### src/rtl/lbbc_pkg.sv
// shared types and constants for the lru block buffer cache with mirror steering
package lbbc_pkg;

   localparam int NUM_BUFFERS_DEF = 32;

   localparam logic [7:0] REFS_MAX = 8'hFF;

   typedef enum logic [2:0] {
      FUNC_READ    = 3'd0,
      FUNC_WRITE   = 3'd1,
      FUNC_RELEASE = 3'd2,
      FUNC_PIN     = 3'd3,
      FUNC_UNPIN   = 3'd4
   } func_type;

   localparam logic [1:0] STATUS_OK        = 2'd0;
   localparam logic [1:0] STATUS_NO_FREE   = 2'd1;
   localparam logic [1:0] STATUS_UNDERFLOW = 2'd2;

   localparam logic [1:0] CSR_MIRROR_OFFSET = 2'd0;
   localparam logic [1:0] CSR_FAILED_DISK   = 2'd1;
   localparam logic [1:0] CSR_FAILED_BLOCK  = 2'd2;

   localparam logic signed [1:0] FAILED_PRIMARY = 2'sd0;
   localparam logic signed [1:0] FAILED_MIRROR  = 2'sd1;

   typedef struct packed {
      logic [2:0]  func;
      logic [3:0]  device;
      logic [23:0] block;
      logic [4:0]  slot;
   } req_type;

   typedef struct packed {
      logic [4:0]  slot_out;
      logic [1:0]  status;
      logic        hit;
      logic        disk_read;
      logic [24:0] read_block;
      logic        write_primary;
      logic        write_mirror;
      logic [23:0] primary_block;
      logic [24:0] mirror_block;
   } rsp_type;

   typedef enum logic [2:0] {
      ST_IDLE,
      ST_MATCH,
      ST_RANK,
      ST_PICK,
      ST_SEL,
      ST_EXEC
   } state_type;

   typedef struct packed {
      logic capture;
      logic match_en;
      logic rank_en;
      logic pick_en;
      logic sel_en;
      logic exec_en;
   } cmd_type;

   typedef struct packed {
      logic new_is_read;
   } stat_type;

endpackage

### src/rtl/lbbc_ctrl.sv
// controller state machine: sequences lookup stages and the execute step
module lbbc_ctrl (
   input  logic              clock,
   input  logic              reset,
   input  logic              start,
   input  lbbc_pkg::stat_type stat,
   output logic              busy,
   output lbbc_pkg::cmd_type cmd
);

   lbbc_pkg::state_type state_ff, state_in;

   always_ff @(posedge clock) begin
      if (reset) begin
         state_ff <= lbbc_pkg::ST_IDLE;
      end else begin
         state_ff <= state_in;
      end
   end

   always_comb begin
      state_in = state_ff;
      cmd      = '0;
      busy     = 1'b1;
      case (state_ff)
         lbbc_pkg::ST_IDLE: begin
            busy = 1'b0;
            if (start) begin
               cmd.capture = 1'b1;
               // reads walk the lookup stages, everything else executes directly
               state_in = stat.new_is_read ? lbbc_pkg::ST_MATCH : lbbc_pkg::ST_EXEC;
            end
         end
         lbbc_pkg::ST_MATCH: begin
            cmd.match_en = 1'b1;
            state_in     = lbbc_pkg::ST_RANK;
         end
         lbbc_pkg::ST_RANK: begin
            cmd.rank_en = 1'b1;
            state_in    = lbbc_pkg::ST_PICK;
         end
         lbbc_pkg::ST_PICK: begin
            cmd.pick_en = 1'b1;
            state_in    = lbbc_pkg::ST_SEL;
         end
         lbbc_pkg::ST_SEL: begin
            cmd.sel_en = 1'b1;
            state_in   = lbbc_pkg::ST_EXEC;
         end
         lbbc_pkg::ST_EXEC: begin
            cmd.exec_en = 1'b1;
            state_in    = lbbc_pkg::ST_IDLE;
         end
         default: begin
            state_in = lbbc_pkg::ST_IDLE;
         end
      endcase
   end

endmodule

### config.mk
export PLATFORM = sky130hd
export DESIGN_NAME = lbbc_ctrl
export DESIGN_NICKNAME = d
export VERILOG_FILES = /design/src/rtl/lbbc_pkg.sv /design/src/rtl/lbbc_ctrl.sv
export SDC_FILE = /design/constraint.sdc
export NUM_CORES = 1
export LEC_CHECK = 0
export ABC_AREA = 0
export BUFFER_PORTS_ARGS = -buffer_cell sky130_fd_sc_hd__buf_2
export CAP_MARGIN = 30
export CORE_AREA = 2 2 39 41
export CTS_BUF_LIST = sky130_fd_sc_hd__clkbuf_8
export CTS_CLUSTER_SIZE = 30
export DETAILED_ROUTE_END_ITERATION = 8
export DIE_AREA = 0 0 41 43
export PLACE_DENSITY = 0.42
export RECOVER_POWER = 100
export SYNTH_ARGS = -nofsm -noshare
export SYNTH_HDL_FRONTEND = slang
export SYNTH_SLANG_ARGS = --single-unit
### constraint.sdc
create_clock -name clock -period 2 [get_ports clock]
set_clock_uncertainty 0.2 [all_clocks]
set_input_delay 0.4 -clock clock [delete_from_list [all_inputs] [get_ports clock]]
set_output_delay 0.4 -clock clock [all_outputs]
set_load 0.005 [all_outputs]
==> flow_metrics.tcl <==
set metrics [dict create \
    yosysWarnings 0 \
    synth.area.top_cells "dfxtp_1 28%, buf_6 10%, a2111oi_2 7.0%" \
    dp_hpwl_microns 315.4 \
    nFillCells 164 \
    placed_cells 47 \
    fp-row-count 14 \
    ys_async_sr_fraction_pct 0 \
    outcome "finished clean" \
    final_hold_viol_count 0 \
    io_pins 11 \
    place_ws_ps 416.0 \
    fin_crit_sh_pct 90.35 \
    drive_gt1_share_pct 34.29 \
    largest_reg_flops 3 \
    grtUsageTotal_pct 6.319 \
    wirelength_microns 476 \
    cellPowerDensity_nw_per_um2 1109 \
    synth_top_cell_by_area "dfxtp_1" \
    cts_tree "done" \
    crit_type "register to output pin" \
    antenna_found_initial 0 \
    rsz0062_at_grt "false" \
    grt-ovfl-total 0 \
    cts_setup_buffers 0 \
    grt_max_degree 11 \
    timing.hold.ws_ps 178.5 \
    vdd_drop_max_uv 201.1 \
    final_cell_count_no_fill 51 \
    top_regs "state_ff: 3 flops" \
    ys_ff_latch 3 \
    fin_nets 40 \
    diodes 0 \
    first_pass_iters 4 \
    synth.most_common_cell "dfxtp_1" \
    cts.clk_slew.worst_paths_ps 30 \
    worstPathArrival_ps 1210 \
    cts_root_buffer "clkbuf_8" \
    via_count 189 \
    layout_setup_ws_ps 193.0 \
    synth_common_cells "3 x dfxtp_1, 2 x buf_6, 2 x inv_1, 2 x nor3_1, 2 x nor3b_1" \
    ys.flop_type "dfxtp_1" \
    gp_congestion 0.6544 \
    die_area_sq_um 1763 \
    finalSetupTns_ps 0 \
    critPathRequiredTime_ps 1400 \
    drc 0 \
    drv_slew 0 \
    post_drt_wl_per_cell_microns 9.333 \
    cts_sinks 3 \
    synth-edff-count 0 \
    grt_pass1_wl_microns 745 \
    crit_fanout 9 \
    stdcell_area_sq_um 281.5 \
    multiInputGateArea_sq_um 101.3 \
    grt_pass1_vias 165 \
    synth_seq_area_share_pct 27.91 \
    drtIter0Drc 5 \
    synth_fp_nets 28 \
    avgViaCountPerCell 3.706 \
    io_buffers 10 \
    clock_tree.buffer_depth 2 \
    area_growth_pct 30.81 \
    start_util_pct 15.55 \
    ys_types 18 \
    ant_nets 0 \
    crit_path_end_kind "output pin" \
    die_x_microns 41 \
    worstMarginPinSlew_ps 327.2 \
    regMostFlops "state_ff" \
    die_h_microns 43 \
    cts-resized-gates 0 \
    min_period_ps 1807 \
    postCtsHoldBufs 0 \
    setup_violations 0 \
    p_leak_nw 0.1368 \
    slew_headroom_pct 77.63 \
    timing.fmax_ghz 0.5534 \
    timing.rr.start "state_ff[2]" \
    seqCellArea_sq_um 60.06 \
    worstSetupStartpoint "state_ff[0]" \
    final_core_util_pct 20.34 \
    syn_inst 24 \
    synthDominantCellAreaShare_pct 27.91 \
    cts_buffers 3 \
    max_cap_violations 0 \
    place_area_sq_um 255.2 \
    min_from "reset" \
    worstSkewPairLatency_ps 210 \
    power_mw 0.3123 \
    hp-class "input port to register" \
    cp-start-kind "register" \
    core_area_sq_um 1384 \
    htreeDepth 1 \
    syn_area_sq_um 215.2 \
    avgSynthCellArea_sq_um 8.967 \
]
[power by group]
part	switching, mW	leakage, nW	total (mW)	internal (mW)
combinational	0.0221	0.0851	0.0534	0.0312
clock	0.0397	0.0269	0.170	0.131
sequential	0.0201	0.0248	0.0886	0.0685
[cell families after synthesis]
kind of cell	after synthesis	synth area share [%]
XOR/XNOR	1	4.071
AO/OA/AOI/OAI	3	11.62
buffers and inverters	5	17.44
AND/OR/NAND/NOR	12	38.95
flip-flops	3	27.91
[worst paths after layout]
| kind | endpoint | slack [ps] | cells after the start |
|---|---|---|---|
| setup reg to reg | state_ff[0] | 750 | 2 |
| hold / removal | state_ff[2] | 180 | 2 |
| setup / recovery | cmd[5] | 190 | 3 |
| hold reg to reg | state_ff[1] | 440 | 1 |
[cell type report]
class	instances	share of cell area (%)
clock buffer	3	14.67
clock inverter	1	1.333
inverter	2	2.667
multi-input combinational	16	36.00
sequential	3	21.33
tap	16	7.111
timing repair buffer	10	16.89
[per-layer routing]
metal / wire length (microns) / GRT usage, %
met4: 0 / 6.000
met3: 44 / 0
met2: 152 / 6.250
met1: 278 / 10.90
met5: 0 / 0
[critical path: stages (launching register included)]
cell and delay [ps]:
dfxtp_1 380, or3_1 420, nor2_2 80, buf_2 110
[placed cells by master (no fill, tap or decap), types with 2 or more instances in the layout]
| cell type | instances |
|---|---|
| clkbuf_8 | 3 |
| nor3b_1 | 3 |
| clkbuf_1 | 2 |
| dfxtp_1 | 3 |
| nor3_1 | 2 |
| buf_2 | 8 |
| inv_1 | 3 |
Power figures use the tool's default switching activity.
